### src/rtl/i2cbm_pkg.sv
`default_nettype none

package i2cbm_pkg;

  localparam int unsigned CFG_AW = 3;
  localparam int unsigned CFG_DW = 32;

  localparam logic REG_US_TICKS    = 1'b0;
  localparam logic REG_ACK_TIMEOUT = 1'b1;

  localparam logic [7:0] US_TICKS_RST    = 8'd1;
  localparam logic [7:0] ACK_TIMEOUT_RST = 8'd250;

  localparam logic [2:0] CMD_NONE     = 3'd0;
  localparam logic [2:0] CMD_START    = 3'd1;
  localparam logic [2:0] CMD_STOP     = 3'd2;
  localparam logic [2:0] CMD_WRITE    = 3'd3;
  localparam logic [2:0] CMD_READ     = 3'd4;
  localparam logic [2:0] CMD_WAIT_ACK = 3'd5;

  typedef struct packed {
    logic [2:0] cmd;
    logic [7:0] write_data;
    logic       send_ack;
    logic       sda_in;
  } in_word_t;

  typedef struct packed {
    logic       scl;
    logic       sda_out;
    logic       sda_drive;
    logic       busy_res;
    logic       done_res;
    logic [7:0] read_data;
    logic       ack_fail;
  } out_word_t;

endpackage

`default_nettype wire

### src/rtl/i2cbm_in_if.sv
`default_nettype none

interface i2cbm_in_if;
  logic       valid;
  logic       ready;
  logic [2:0] cmd;
  logic [7:0] write_data;
  logic       send_ack;
  logic       sda_in;

  modport source (output valid, cmd, write_data, send_ack, sda_in, input ready);
  modport sink (input valid, cmd, write_data, send_ack, sda_in, output ready);
endinterface

`default_nettype wire

### src/rtl/i2cbm_out_if.sv
`default_nettype none

interface i2cbm_out_if;
  logic       valid;
  logic       ready;
  logic       scl;
  logic       sda_out;
  logic       sda_drive;
  logic       busy_res;
  logic       done_res;
  logic [7:0] read_data;
  logic       ack_fail;

  modport source (output valid, scl, sda_out, sda_drive, busy_res, done_res, read_data,
                  ack_fail, input ready);
  modport sink (input valid, scl, sda_out, sda_drive, busy_res, done_res, read_data,
                ack_fail, output ready);
endinterface

`default_nettype wire

### src/rtl/i2cbm_seq.sv
`default_nettype none

module i2cbm_seq
  import i2cbm_pkg::*;
(
  input  wire logic      clk,
  input  wire logic      rst_n,
  input  wire logic      step,
  input  wire in_word_t  in_word,
  input  wire logic [7:0] us_ticks,
  input  wire logic [7:0] ack_timeout,
  output out_word_t      res_nxt
);

  typedef enum logic [4:0] {
    PH_IDLE, PH_ST_A, PH_ST_B, PH_ST_C,
    PH_SP_A, PH_SP_B, PH_SP_C, PH_SP_D,
    PH_WR_A, PH_WR_SET, PH_WR_HI, PH_WR_LO,
    PH_RD_LO, PH_RD_HI, PH_AK_A, PH_AK_B, PH_AK_C,
    PH_WA_A, PH_WA_B, PH_WA_POLL
  } phase_t;

  typedef enum logic [2:0] {
    LV_LOW, LV_HIGH, LV_KEEP, LV_DATA, LV_ACK
  } lvl_t;

  typedef struct packed {
    lvl_t       scl;
    lvl_t       sda;
    logic       drv;
    logic [2:0] us;
  } seg_t;

  function automatic seg_t seg_of(phase_t ph);
    seg_t s;
    case (ph)
      PH_ST_A:    s = '{LV_HIGH, LV_HIGH, 1'b1, 3'd5};
      PH_ST_B:    s = '{LV_HIGH, LV_LOW,  1'b1, 3'd6};
      PH_ST_C:    s = '{LV_LOW,  LV_LOW,  1'b1, 3'd0};
      PH_SP_A:    s = '{LV_LOW,  LV_KEEP, 1'b1, 3'd0};
      PH_SP_B:    s = '{LV_LOW,  LV_LOW,  1'b1, 3'd0};
      PH_SP_C:    s = '{LV_HIGH, LV_LOW,  1'b1, 3'd6};
      PH_SP_D:    s = '{LV_HIGH, LV_HIGH, 1'b1, 3'd6};
      PH_WR_A:    s = '{LV_LOW,  LV_KEEP, 1'b1, 3'd0};
      PH_WR_SET:  s = '{LV_LOW,  LV_DATA, 1'b1, 3'd0};
      PH_WR_HI:   s = '{LV_HIGH, LV_DATA, 1'b1, 3'd2};
      PH_WR_LO:   s = '{LV_LOW,  LV_DATA, 1'b1, 3'd2};
      PH_RD_LO:   s = '{LV_LOW,  LV_HIGH, 1'b0, 3'd2};
      PH_RD_HI:   s = '{LV_HIGH, LV_HIGH, 1'b0, 3'd1};
      PH_AK_A:    s = '{LV_LOW,  LV_ACK,  1'b1, 3'd2};
      PH_AK_B:    s = '{LV_HIGH, LV_ACK,  1'b1, 3'd5};
      PH_AK_C:    s = '{LV_LOW,  LV_ACK,  1'b1, 3'd0};
      PH_WA_A:    s = '{LV_KEEP, LV_HIGH, 1'b0, 3'd1};
      PH_WA_B:    s = '{LV_HIGH, LV_HIGH, 1'b0, 3'd1};
      PH_WA_POLL: s = '{LV_KEEP, LV_KEEP, 1'b0, 3'd0};
      default:    s = '{LV_KEEP, LV_KEEP, 1'b1, 3'd0};
    endcase
    return s;
  endfunction

  function automatic logic lvl_of(lvl_t code, logic cur, logic dbit, logic ack);
    logic v;
    case (code)
      LV_LOW:  v = 1'b0;
      LV_HIGH: v = 1'b1;
      LV_DATA: v = dbit;
      LV_ACK:  v = ~ack;
      default: v = cur;
    endcase
    return v;
  endfunction

  phase_t      phase_r, phase_nxt, ent_ph;
  logic [2:0]  active_cmd_r, active_cmd_nxt;
  logic [3:0]  bit_count_r, bit_count_nxt;
  logic [7:0]  shift_r, shift_nxt;
  logic [10:0] delay_r, delay_nxt;
  logic [7:0]  poll_r, poll_nxt;
  logic        ack_choice_r, ack_choice_nxt;
  logic        scl_r, scl_nxt;
  logic        sda_r, sda_nxt;
  logic        drv_r, drv_nxt;
  logic [7:0]  read_data_r, read_data_nxt;
  logic        ack_fail_r, ack_fail_nxt;
  logic        done_r, done_nxt;
  logic        do_enter;
  seg_t        seg;
  logic [10:0] ticks;

  always_comb begin
    phase_nxt      = phase_r;
    active_cmd_nxt = active_cmd_r;
    bit_count_nxt  = bit_count_r;
    shift_nxt      = shift_r;
    delay_nxt      = delay_r;
    poll_nxt       = poll_r;
    ack_choice_nxt = ack_choice_r;
    scl_nxt        = scl_r;
    sda_nxt        = sda_r;
    drv_nxt        = drv_r;
    read_data_nxt  = read_data_r;
    ack_fail_nxt   = ack_fail_r;
    done_nxt       = 1'b0;
    do_enter       = 1'b0;
    ent_ph         = PH_IDLE;

    if (phase_r == PH_IDLE) begin
      if (in_word.cmd >= CMD_START && in_word.cmd <= CMD_WAIT_ACK) begin
        active_cmd_nxt = in_word.cmd;
        bit_count_nxt  = '0;
        poll_nxt       = '0;
        do_enter       = 1'b1;
        case (in_word.cmd)
          CMD_START: ent_ph = PH_ST_A;
          CMD_STOP:  ent_ph = PH_SP_A;
          CMD_WRITE: begin
            shift_nxt = in_word.write_data;
            ent_ph    = PH_WR_A;
          end
          CMD_READ: begin
            ack_choice_nxt = in_word.send_ack;
            shift_nxt      = '0;
            ent_ph         = PH_RD_LO;
          end
          default:   ent_ph = PH_WA_A;
        endcase
      end
    end else if (phase_r == PH_WA_POLL) begin
      if (!in_word.sda_in) begin
        scl_nxt      = 1'b0;
        ack_fail_nxt = 1'b0;
        phase_nxt    = PH_IDLE;
        done_nxt     = 1'b1;
      end else if (poll_r == ack_timeout) begin
        do_enter = 1'b1;
        ent_ph   = PH_SP_A;
      end else begin
        poll_nxt = poll_r + 8'd1;
      end
    end else if (delay_r != '0) begin
      delay_nxt = delay_r - 11'd1;
    end else begin
      case (phase_r)
        PH_ST_A:  begin do_enter = 1'b1; ent_ph = PH_ST_B; end
        PH_ST_B:  begin do_enter = 1'b1; ent_ph = PH_ST_C; end
        PH_SP_A:  begin do_enter = 1'b1; ent_ph = PH_SP_B; end
        PH_SP_B:  begin do_enter = 1'b1; ent_ph = PH_SP_C; end
        PH_SP_C:  begin do_enter = 1'b1; ent_ph = PH_SP_D; end
        PH_SP_D: begin
          if (active_cmd_r == CMD_WAIT_ACK) ack_fail_nxt = 1'b1;
          phase_nxt = PH_IDLE;
          done_nxt  = 1'b1;
        end
        PH_WR_A:   begin do_enter = 1'b1; ent_ph = PH_WR_SET; end
        PH_WR_SET: begin do_enter = 1'b1; ent_ph = PH_WR_HI; end
        PH_WR_HI:  begin do_enter = 1'b1; ent_ph = PH_WR_LO; end
        PH_WR_LO: begin
          shift_nxt     = {shift_r[6:0], 1'b0};
          bit_count_nxt = bit_count_r + 4'd1;
          if (bit_count_nxt >= 4'd8) begin
            phase_nxt = PH_IDLE;
            done_nxt  = 1'b1;
          end else begin
            do_enter = 1'b1;
            ent_ph   = PH_WR_SET;
          end
        end
        PH_RD_LO: begin
          shift_nxt = {shift_r[6:0], in_word.sda_in};
          do_enter  = 1'b1;
          ent_ph    = PH_RD_HI;
        end
        PH_RD_HI: begin
          bit_count_nxt = bit_count_r + 4'd1;
          do_enter      = 1'b1;
          ent_ph        = (bit_count_nxt >= 4'd8) ? PH_AK_A : PH_RD_LO;
        end
        PH_AK_A: begin do_enter = 1'b1; ent_ph = PH_AK_B; end
        PH_AK_B: begin do_enter = 1'b1; ent_ph = PH_AK_C; end
        PH_WA_A: begin do_enter = 1'b1; ent_ph = PH_WA_B; end
        PH_WA_B: begin do_enter = 1'b1; ent_ph = PH_WA_POLL; end
        PH_AK_C: begin
          read_data_nxt = shift_r;
          phase_nxt     = PH_IDLE;
          done_nxt      = 1'b1;
        end
        default: begin
          phase_nxt = PH_IDLE;
          done_nxt  = 1'b1;
        end
      endcase
    end

    seg   = seg_of(ent_ph);
    ticks = 11'(seg.us) * 11'(us_ticks);
    if (do_enter) begin
      phase_nxt = ent_ph;
      scl_nxt   = lvl_of(seg.scl, scl_r, shift_nxt[7], ack_choice_nxt);
      sda_nxt   = lvl_of(seg.sda, sda_r, shift_nxt[7], ack_choice_nxt);
      drv_nxt   = seg.drv;
      delay_nxt = (ticks == '0) ? '0 : ticks - 11'd1;
    end
  end

  always_comb begin
    res_nxt.scl       = scl_nxt;
    res_nxt.sda_out   = sda_nxt;
    res_nxt.sda_drive = drv_nxt;
    res_nxt.busy_res  = (phase_nxt != PH_IDLE);
    res_nxt.done_res  = done_nxt;
    res_nxt.read_data = read_data_nxt;
    res_nxt.ack_fail  = ack_fail_nxt;
  end

  always_ff @(posedge clk) begin
    if (!rst_n) begin
      phase_r      <= PH_IDLE;
      active_cmd_r <= CMD_NONE;
      bit_count_r  <= '0;
      shift_r      <= '0;
      delay_r      <= '0;
      poll_r       <= '0;
      ack_choice_r <= 1'b0;
      scl_r        <= 1'b1;
      sda_r        <= 1'b1;
      drv_r        <= 1'b1;
      read_data_r  <= '0;
      ack_fail_r   <= 1'b0;
      done_r       <= 1'b0;
    end else if (step) begin
      phase_r      <= phase_nxt;
      active_cmd_r <= active_cmd_nxt;
      bit_count_r  <= bit_count_nxt;
      shift_r      <= shift_nxt;
      delay_r      <= delay_nxt;
      poll_r       <= poll_nxt;
      ack_choice_r <= ack_choice_nxt;
      scl_r        <= scl_nxt;
      sda_r        <= sda_nxt;
      drv_r        <= drv_nxt;
      read_data_r  <= read_data_nxt;
      ack_fail_r   <= ack_fail_nxt;
      done_r       <= done_nxt;
    end
  end

  a_done_idle: assert property (@(posedge clk) disable iff (!rst_n)
    done_r |-> phase_r == PH_IDLE)
    else $error("done flagged outside idle");

  a_bit_count: assert property (@(posedge clk) disable iff (!rst_n)
    bit_count_r <= 4'd8)
    else $error("bit count overran the byte");

  a_delay_max: assert property (@(posedge clk) disable iff (!rst_n)
    delay_r <= 11'd1529)
    else $error("delay beyond longest segment");

  a_hold: assert property (@(posedge clk) disable iff (!rst_n)
    !step |=> $stable(phase_r) && $stable(delay_r) && $stable(shift_r))
    else $error("sequencer moved without a word");

  a_poll_drive: assert property (@(posedge clk) disable iff (!rst_n)
    phase_r == PH_WA_POLL |-> !drv_r && scl_r)
    else $error("sda driven or scl low while polling");

endmodule

`default_nettype wire

### src/rtl/i2c_bit_master.sv
// the result word for an input word is registered in the output stage, or in the skid entry while the sink stalls
// throughput: one input word per cycle while the input is ready, one result word per input word
// a two-entry output stage holds results while the sink stalls; input stalls only when both are full
// reset: synchronous, active low; sequencer idle with scl and sda driven high,
// us_ticks 1, ack_timeout 250, read data and ack failure cleared
`default_nettype none

module i2c_bit_master
  import i2cbm_pkg::*;
(
  input  wire logic                clk,
  input  wire logic                rst_n,
  i2cbm_in_if.sink                 in_if,
  i2cbm_out_if.source              out_if,
  input  wire logic                psel,
  input  wire logic                penable,
  input  wire logic                pwrite,
  input  wire logic [CFG_AW-1:0]   paddr,
  input  wire logic [CFG_DW-1:0]   pwdata,
  output logic      [CFG_DW-1:0]   prdata,
  output logic                     pready
);

  logic [7:0] us_ticks_r;
  logic [7:0] ack_timeout_r;
  logic       cfg_wr;
  logic       in_ready;
  logic       accept;
  in_word_t   in_word;
  out_word_t  res_nxt;
  logic       out_v_r;
  logic       skid_v_r;
  out_word_t  out_d_r;
  out_word_t  skid_d_r;
  logic       out_load;

  assign pready = 1'b1;
  assign cfg_wr = psel && penable && pwrite && pready;
  assign prdata = (paddr[2] == REG_ACK_TIMEOUT) ? {{(CFG_DW-8){1'b0}}, ack_timeout_r}
                                                 : {{(CFG_DW-8){1'b0}}, us_ticks_r};

  always_ff @(posedge clk) begin
    if (!rst_n) begin
      us_ticks_r    <= US_TICKS_RST;
      ack_timeout_r <= ACK_TIMEOUT_RST;
    end else if (cfg_wr) begin
      if (paddr[2] == REG_US_TICKS) us_ticks_r <= pwdata[7:0];
      else ack_timeout_r <= pwdata[7:0];
    end
  end

  assign in_ready     = !skid_v_r;
  assign in_if.ready  = in_ready;
  assign accept       = in_if.valid && in_ready;

  assign in_word.cmd        = in_if.cmd;
  assign in_word.write_data = in_if.write_data;
  assign in_word.send_ack   = in_if.send_ack;
  assign in_word.sda_in     = in_if.sda_in;

  i2cbm_seq u_seq (
    .clk         (clk),
    .rst_n       (rst_n),
    .step        (accept),
    .in_word     (in_word),
    .us_ticks    (us_ticks_r),
    .ack_timeout (ack_timeout_r),
    .res_nxt     (res_nxt)
  );

  assign out_load = !out_v_r || out_if.ready;

  always_ff @(posedge clk) begin
    if (!rst_n) begin
      out_v_r  <= 1'b0;
      skid_v_r <= 1'b0;
    end else if (out_load) begin
      out_v_r  <= skid_v_r || accept;
      skid_v_r <= 1'b0;
    end else if (accept) begin
      skid_v_r <= 1'b1;
    end
  end

  always_ff @(posedge clk) begin
    if (out_load) begin
      if (skid_v_r) out_d_r <= skid_d_r;
      else if (accept) out_d_r <= res_nxt;
    end else if (accept) begin
      skid_d_r <= res_nxt;
    end
  end

  assign out_if.valid     = out_v_r;
  assign out_if.scl       = out_d_r.scl;
  assign out_if.sda_out   = out_d_r.sda_out;
  assign out_if.sda_drive = out_d_r.sda_drive;
  assign out_if.busy_res  = out_d_r.busy_res;
  assign out_if.done_res  = out_d_r.done_res;
  assign out_if.read_data = out_d_r.read_data;
  assign out_if.ack_fail  = out_d_r.ack_fail;

endmodule

`default_nettype wire
### src/flat_wrapper.sv
// flat-port wrapper written by rule: the top's interface ports become plain ports
module i2c_bit_master_flat import i2cbm_pkg::*;
  (clk, rst_n, psel, penable, pwrite, paddr, pwdata, prdata, pready, in_if_valid, in_if_cmd, in_if_write_data, in_if_send_ack, in_if_sda_in, in_if_ready, out_if_valid, out_if_scl, out_if_sda_out, out_if_sda_drive, out_if_busy_res, out_if_done_res, out_if_read_data, out_if_ack_fail, out_if_ready);
  i2cbm_in_if in_if_i ();
  i2cbm_out_if out_if_i ();
  input  wire logic clk;
  input  wire logic rst_n;
  input  wire logic psel;
  input  wire logic penable;
  input  wire logic pwrite;
  input  wire logic [CFG_AW-1:0] paddr;
  input  wire logic [CFG_DW-1:0] pwdata;
  output logic      [CFG_DW-1:0] prdata;
  output logic pready;
  input wire logic [$bits(in_if_i.valid)-1:0] in_if_valid;
  input wire logic [$bits(in_if_i.cmd)-1:0] in_if_cmd;
  input wire logic [$bits(in_if_i.write_data)-1:0] in_if_write_data;
  input wire logic [$bits(in_if_i.send_ack)-1:0] in_if_send_ack;
  input wire logic [$bits(in_if_i.sda_in)-1:0] in_if_sda_in;
  output wire logic [$bits(in_if_i.ready)-1:0] in_if_ready;
  output wire logic [$bits(out_if_i.valid)-1:0] out_if_valid;
  output wire logic [$bits(out_if_i.scl)-1:0] out_if_scl;
  output wire logic [$bits(out_if_i.sda_out)-1:0] out_if_sda_out;
  output wire logic [$bits(out_if_i.sda_drive)-1:0] out_if_sda_drive;
  output wire logic [$bits(out_if_i.busy_res)-1:0] out_if_busy_res;
  output wire logic [$bits(out_if_i.done_res)-1:0] out_if_done_res;
  output wire logic [$bits(out_if_i.read_data)-1:0] out_if_read_data;
  output wire logic [$bits(out_if_i.ack_fail)-1:0] out_if_ack_fail;
  input wire logic [$bits(out_if_i.ready)-1:0] out_if_ready;
  assign in_if_i.valid = in_if_valid;
  assign in_if_i.cmd = in_if_cmd;
  assign in_if_i.write_data = in_if_write_data;
  assign in_if_i.send_ack = in_if_send_ack;
  assign in_if_i.sda_in = in_if_sda_in;
  assign in_if_ready = in_if_i.ready;
  assign out_if_valid = out_if_i.valid;
  assign out_if_scl = out_if_i.scl;
  assign out_if_sda_out = out_if_i.sda_out;
  assign out_if_sda_drive = out_if_i.sda_drive;
  assign out_if_busy_res = out_if_i.busy_res;
  assign out_if_done_res = out_if_i.done_res;
  assign out_if_read_data = out_if_i.read_data;
  assign out_if_ack_fail = out_if_i.ack_fail;
  assign out_if_i.ready = out_if_ready;
  i2c_bit_master u_core (.clk(clk), .rst_n(rst_n), .in_if(in_if_i), .out_if(out_if_i), .psel(psel), .penable(penable), .pwrite(pwrite), .paddr(paddr), .pwdata(pwdata), .prdata(prdata), .pready(pready));
endmodule
### config.mk
export PLATFORM = sky130hd
export DESIGN_NAME = i2c_bit_master_flat
export DESIGN_NICKNAME = d
export VERILOG_FILES = /design/src/rtl/i2cbm_pkg.sv /design/src/rtl/i2cbm_in_if.sv /design/src/rtl/i2cbm_out_if.sv /design/src/rtl/i2cbm_seq.sv /design/src/rtl/i2c_bit_master.sv /design/src/flat_wrapper.sv
export SDC_FILE = /design/constraint.sdc
export NUM_CORES = 1
export LEC_CHECK = 0
export BUFFER_PORTS_ARGS = -buffer_cell sky130_fd_sc_hd__buf_4
export CAP_MARGIN = 5
export CELL_PAD_IN_SITES_DETAIL_PLACEMENT = 1
export CELL_PAD_IN_SITES_GLOBAL_PLACEMENT = 1
export CORE_MARGIN = 2
export CORE_UTILIZATION = 43
export DETAILED_ROUTE_END_ITERATION = 8
export PLACE_DENSITY = 0.91
export SLEW_MARGIN = 20
export SYNTH_ARGS = -nofsm -noshare
export SYNTH_HDL_FRONTEND = slang
export SYNTH_HIERARCHICAL = 1
export SYNTH_SLANG_ARGS = --single-unit
### constraint.sdc
create_clock -name clk -period 8.2 [get_ports clk]
set_input_delay 0.41 -clock clk [delete_from_list [all_inputs] [get_ports clk]]
set_output_delay 0.41 -clock clk [all_outputs]
set_load 0.01 [all_outputs]
Word-level counts from Yosys, hierarchy flattened
Memories as Yosys holds them, arrays and structs flattened.
Index checks and enable logic that the tools add are counted.
Operators by class
  equal/unequal tests: 37
  multipliers: 1
  multiplexer cells: 76
  bitwise operators: 4
  order comparisons: 3
  $add $sub $neg: 4
  reductions and logical operators: 32
Operators with widths (number)
  8-bit 2-to-1 mux: 14
  5-bit case mux with 15 select lines: 1
  11-bit 2-to-1 mux: 5
  5-bit 2-to-1 mux: 10
  5-bit by 4-bit equality test with 1-bit output, second input constant: 8
  8-bit case mux with 2 select lines: 2
  14-bit 2-to-1 mux: 2
  1-bit 2-to-1 mux: 27
  4-bit 2-to-1 mux: 6
  11-bit by 1-bit subtractor with 11-bit output, second input constant: 2
  5-bit by 3-bit equality test with 1-bit output, second input constant: 4
  5-bit equality test, second input constant: 4
  5-bit case mux with 4 select lines: 1
  14-bit OR reduction: 1
  3-bit by 2-bit equality test with 1-bit output, second input constant: 4
  3-bit equality test, second input constant: 4
  11-bit zero test: 1
  3-bit by 8-bit multiplier with 11-bit output: 1
  11-bit nonzero test: 1
  2-bit != test, second input constant: 5
  5-bit case mux with 2 select lines: 1
  5-bit AND reduction: 2
  2-bit nonzero test: 5
  3-bit by 1-bit equality test with 1-bit output, second input constant: 3
  other kinds (27): 43
Storage, ports and cells
  input port bits: 55
  logic and storage cells: 189
  flip-flop bits (word level): 98
  memories: 1
  ROM bits: 288
  output and inout bits: 49
Memory list
  (no name shown): depth 32, bits a word 9, read ports 1, clocked after memory_dff 0, write ports 0, RTL line i2cbm_seq.sv:36  | case (ph)

Depth between registers and ports, before layout
An unclocked memory read counts as a cell.
  word-level depth: 13
  gate-level depth with buffers: 25
  mapped depth without buffers: 22

Modules after synthesis
The synthesis kept the hierarchy.
By module, submodules not included
  i2cbm_seq: cells each 600, area each 4486.8 um2, instances 1
  i2c_bit_master: cells each 160, area each 2085.8 um2, instances 1

Worst setup path after synthesis
Ideal clock, no wire load.
  path type: register to register
  start point: register u_core.u_seq.phase_r[1]
  end point: register u_core.u_seq.delay_r[5]
  data required time: 8072 ps
  stages on the path, launching flop included: 26
  buffers on the path: 5
  period minus slack after synthesis: 5665 ps
  slack: 2535 ps
  arrival: 5537 ps
  path through: dfxtp_1 buf_6 or4_4 buf_6 o221ai_2 nor2_2 and2_1 buf_4 ha_1 nor2_1 a31o_1 or2_1 clkbuf_1 and2_1 fa_1 ha_1 fa_1 xnor2_1 and2_1 o221ai_1 a2111oi_1 o211ai_1 and2_1 buf_2 a32oi_1 o41ai_2
On the way
  longest elaborated chain between the ends: 10
Ends and longest elaborated chain
  from (decl): RTL line i2cbm_seq.sv:73  | phase_t phase_r, phase_nxt, ent_ph;
  from (signal assigned): RTL line i2cbm_seq.sv:231  | phase_r <= phase_nxt;
  5-bit equality test (tied with other cells): RTL line i2cbm_seq.sv:143  | case (phase_r)
  5-bit case mux with 15 select lines: RTL line i2cbm_seq.sv:143
  5-bit 2-to-1 mux: RTL line i2cbm_seq.sv:140  | end else if (delay_r != '0) begin
  5-bit 2-to-1 mux: RTL line i2cbm_seq.sv:128  | end else if (phase_r == PH_WA_POLL) begin
  5-bit 2-to-1 mux: RTL line i2cbm_seq.sv:107  | if (phase_r == PH_IDLE) begin
  memory 32 x 9 bit
  3-bit by 8-bit multiplier with 11-bit output: RTL line i2cbm_seq.sv:195  | ticks = 11'(seg.us) * 11'(us_ticks);
  11-bit by 1-bit subtractor with 11-bit output or 11-bit zero test (tied branches): RTL line i2cbm_seq.sv:201  | delay_nxt = (ticks == '0) ? '0 : ticks - 11'd1;
  11-bit 2-to-1 mux: RTL line i2cbm_seq.sv:201
  11-bit 2-to-1 mux: RTL line i2cbm_seq.sv:196  | if (do_enter) begin
  to (signal assigned): RTL line i2cbm_seq.sv:235  | delay_r <= delay_nxt;
  to (decl): RTL line i2cbm_seq.sv:77  | logic [10:0] delay_r, delay_nxt;
Several ways; a longest one is shown, not always the timed one.
A chain may end at the register's enable or synchronous reset.

Worst setup path in the final report
  start point: register u_core.u_seq.delay_r[0]
  end point: register u_core.u_seq.delay_r[5]
On the way
  longest elaborated chain between the ends: 9
Ends and longest elaborated chain (RTL line)
  11-bit nonzero test: i2cbm_seq.sv:140
  5-bit 2-to-1 mux: i2cbm_seq.sv:140
  5-bit 2-to-1 mux: i2cbm_seq.sv:128
  5-bit 2-to-1 mux: i2cbm_seq.sv:107
  memory 32 x 9 bit
  3-bit by 8-bit multiplier with 11-bit output: i2cbm_seq.sv:195
  11-bit by 1-bit subtractor with 11-bit output or 11-bit zero test (tied branches): i2cbm_seq.sv:201
  11-bit 2-to-1 mux: i2cbm_seq.sv:201
  11-bit 2-to-1 mux: i2cbm_seq.sv:196
Several ways; a longest one is shown, not always the timed one. The select of a mux whose other input is x is not followed.

==> impl_results.rst <==
.. list-table::
   :header-rows: 1

   * - Metric
     - Value
   * - Status
     - complete, no violations
   * - Sequential element share of the synthesized area
     - 34.1%
   * - Wire length of the first global-routing pass
     - 28800 um
   * - Slew at the pin closest to its max-slew limit
     - 0.877 ns
   * - Quantity of I/O buffers inserted on ports
     - 52
   * - GRT overflow
     - 0
   * - Source-to-sink clock delay at the later pin of the worst-skew pair
     - 0.36 ns
   * - Final setup violation count
     - 0
   * - Sw Ratio
     - 36.4%
   * - Final worst path period share
     - 83.7%
   * - Maximum net fanout on the critical path
     - 13
   * - Kind of end point of the critical path
     - flop
   * - Hold-fix buffer count after cts
     - 0
   * - CTS buffer count
     - 9
   * - Crit path kind
     - flop to flop
   * - Count of flip-flops with a built-in enable after synthesis
     - 28
   * - Placeable core region
     - 0.0151 mm^2
   * - Post-layout power
     - 1.50 mW
   * - Number of nets still failing antenna checks after routing
     - 0
   * - Share of the synthesized area in the top cell type
     - 21.3%
   * - Final standard cell utilization of the core
     - 47.5%
   * - Clock Power Share
     - 27.2%
   * - Sequential share of power
     - 39.2%
   * - Layout Nets
     - 859
   * - Series of cell instances along the critical path
     - inv_1 -> ha_1 -> nor3b_2 -> nand4b_2 -> nor2b_1 -> a21o_1 -> nand2_1 -> a21o_1 -> a31oi_2 -> and2_1 -> fa_1 -> ha_1 -> fa_1 -> a21oi_1 -> o21a_1 -> o221ai_1 -> a2111oi_1 -> o211ai_1 -> and2_1 -> a32oi_1 -> o41ai_2
   * - Worst path arrival time
     - 7.09 ns
   * - Critical path required time
     - 8.43 ns
   * - Post-detail-place hpwl
     - 13100 um
   * - Min setup slack post-route
     - 1.34 ns
   * - Most frequent cells in the layout
     - nor2_1, nand2_1, dfxtp_1
   * - Post-DR wirelength/cell
     - 18.1 um
   * - Proportion of synthesized flip-flops having asynchronous set or reset
     - 0%
   * - Post-synthesis instance area
     - 0.00657 mm^2
   * - Combinational group share of total power
     - 33.6%
   * - Resized cells post-CTS
     - 0
   * - Final hold violations
     - 0
   * - Die span in y
     - 128 um
   * - Headroom to the max-slew limit
     - 41.4%
   * - Post-route minimum period
     - 6.86 ns
   * - Synth warnings
     - 6
   * - Setup TNS after final layout
     - 0 ns
   * - Number of standard-cell rows in the floorplan
     - 45
   * - Power dissipated by switching net loads
     - 0.547 mW
   * - Per-instance average area after synthesis
     - 8.65 um^2
   * - Routed wire length
     - 17600 um
   * - Total internal power
     - 0.953 mW
   * - Chip width
     - 128 um
   * - Number of register bits inferred by synthesis
     - 98
   * - Initial cell density of the core
     - 43.6%
   * - Buffers inserted by post-CTS timing repair
     - 0
   * - Maximum level of the CTS H-tree
     - 3
   * - Via count of the routed design
     - 5689
   * - Number of max-capacitance violations reported
     - 0
   * - Setup repair after global routing missed its margin
     - no
   * - Die ar.
     - 0.0163 mm^2
   * - Routed via count divided by cell count
     - 5.85
   * - Pre-CTS setup slack
     - 1.43 ns
   * - VDD IR-drop max
     - 109 uV
   * - Power density over the cells
     - 209 mW/mm^2
   * - Gate count of the mapped netlist
     - 760
   * - Leading cell type in the layout, fill and taps excluded
     - nor2_1
   * - Cell at the root of the clock tree
     - clkbuf_16
   * - Antenna diode instance count
     - 0
   * - Clock Pin Slew Worst Setup and Hold Paths
     - 0.07 ns
   * - Dominant cell type by area after synthesis
     - dfxtp_1
   * - Cell variety after synth
     - 83
   * - Standby leakage power
     - 2.78 nW
   * - Drc violations
     - 0
   * - TritonRoute pass-1 iters
     - 5
   * - Master of the slowest instance on the critical path
     - a2111oi_1
   * - Number of design-rule violations left by the first detailed-router iteration
     - 321
   * - Layout cells sized above 1
     - 16.4%
   * - Crit-path max cell delay
     - 0.69 ns
   * - Maximum root-to-sink buffer count
     - 2
   * - Primary FF master, synth
     - dfxtp_1
   * - Total count of max-transition violations in the final report
     - 0
   * - Initial antenna violation count
     - 0
   * - Via count of the first global-routing pass
     - 5674
   * - GRT Total Usage
     - 22.0%
   * - Non-filler cells in the finished layout
     - 973
   * - Routability Congestion
     - 0.886
   * - Clock tree from TritonCTS
     - built
   * - Most area-consuming cells after synthesis
     - dfxtp_1, edfxtp_1, mux2_2
   * - Growth of design area from synthesis to finish
     - 8.99%
   * - Type of origin of the critical path
     - flop
   * - Count of placed standard cells including taps
     - 957
   * - Max Freq
     - 146 MHz
   * - Count of pins on the block boundary
     - 104
   * - Clk sink count
     - 98
   * - Worst clock skew
     - 0.00753 ns
   * - Pin count of the biggest net entering global routing
     - 43
   * - Hold Crit Class
     - primary input to flop
[critical path, delay by kind of cell (launching register included)]
| family | cells | cell delay (ns) |
|---|---|---|
| AOI/OAI and AO/OA | 10 | 3.01 |
| and+or+nand+nor | 6 | 1.98 |
| adders and majority gates | 4 | 1.31 |
| DFF | 1 | 0.34 |
| buffers and inverters | 1 | 0.08 |
[power groups by stage]
stage | clock network, mW | registers [mW] | logic (mW)
2_1_floorplan | 0 | 0.589 | 0.384
3_3_place_gp | 0 | 0.594 | 0.476
3_5_place_dp | 0 | 0.598 | 0.494
4_1_cts | 0.414 | 0.588 | 0.500
5_1_grt | 0.436 | 0.594 | 0.553
6_report | 0.407 | 0.588 | 0.504
[cell type report]
class                      count  area [um^2]
tap                          188          235
clock buffer                  10          239
clock inverter                 6         41.3
multi-input combinational    584         3880
fill                        1782         7930
sequential                    98         2240
timing repair buffer          54          405
inverter                      33          124
[routing by layer]
layer	global-route usage, %	share of wire [%]	wire [um]
met5	0	0	0
met4	8.40	2.0	354
met3	2.85	4.4	781
met2	37.8	49	8570
met1	28.3	45	7920
[kinds of logic after synthesis]
group / Yosys count / share of synthesized area [%]
and+or+nand+nor: 303 / 22.7
other: 2 / 0.114
muxes: 53 / 8.70
adders and majority gates: 24 / 5.37
buffers and inverters: 101 / 8.43
AOI/OAI and AO/OA: 157 / 17.6
xor gates and xnor gates: 22 / 2.93
DFF: 98 / 34.1
[final timing paths]
path / slack [ns] / end / cells past startpoint / start
setup reg to reg: 1.34 / u_core/u_seq/delay_r[5]$_SDFFE_PN0P_ / 21 / u_core/u_seq/delay_r[0]$_SDFFE_PN0P_
hold reg to reg: 0.47 / u_core/u_seq/active_cmd_r[2]$_SDFFE_PN0P_ / 2 / u_core/u_seq/active_cmd_r[2]$_SDFFE_PN0P_
hold / removal: 0.32 / u_core/us_ticks_r[7]$_SDFFE_PN0P_ / 3 / pwdata[7]
setup / recovery: 1.34 / u_core/u_seq/delay_r[5]$_SDFFE_PN0P_ / 21 / u_core/u_seq/delay_r[0]$_SDFFE_PN0P_
[sequential cells by signal (all words and copies together), names as in the netlist, 3 cells and up]
signal,count
u_core/skid_d_r,14
u_core/u_seq/delay_r,11
u_core/ack_timeout_r,8
u_core/out_if.read_data,8
u_core/u_seq/poll_r,8
u_core/u_seq/read_data_r,8
u_core/u_seq/shift_r,8
u_core/us_ticks_r,8
u_core/u_seq/phase_r,5
u_core/u_seq/bit_count_r,4
u_core/u_seq/active_cmd_r,3
[synth_stat cells (all sizes together) (5+ instances only)]
library cell,instances
mux2i,20
nand4,10
inv,32
a221oi,9
nand2,78
nor2b,20
mux2,33
nor3b,5
nor3,28
buf,44
o22ai,5
fa,7
o211ai,7
dfxtp,70
ha,17
edfxtp,28
and2,17
nand3,18
xnor2,12
or2,6
o21ai,26
a21oi,25
nand2b,9
clkbuf,24
nor2,91
xor2,10
a31oi,8
nor4,5
a21o,8
a32oi,6
o21a,9
a22oi,8
a211oi,11
and3,5
[stage by stage]
step,instance area [um^2],hold WS (ns)
after floorplan,6660,0.434
after global placement,6880,0.443
after detailed placement,6880,0.456
after CTS,7160,0.312
after global routing,7160,0.319
final,7160,0.320
(Power assumes the default switching activity.)
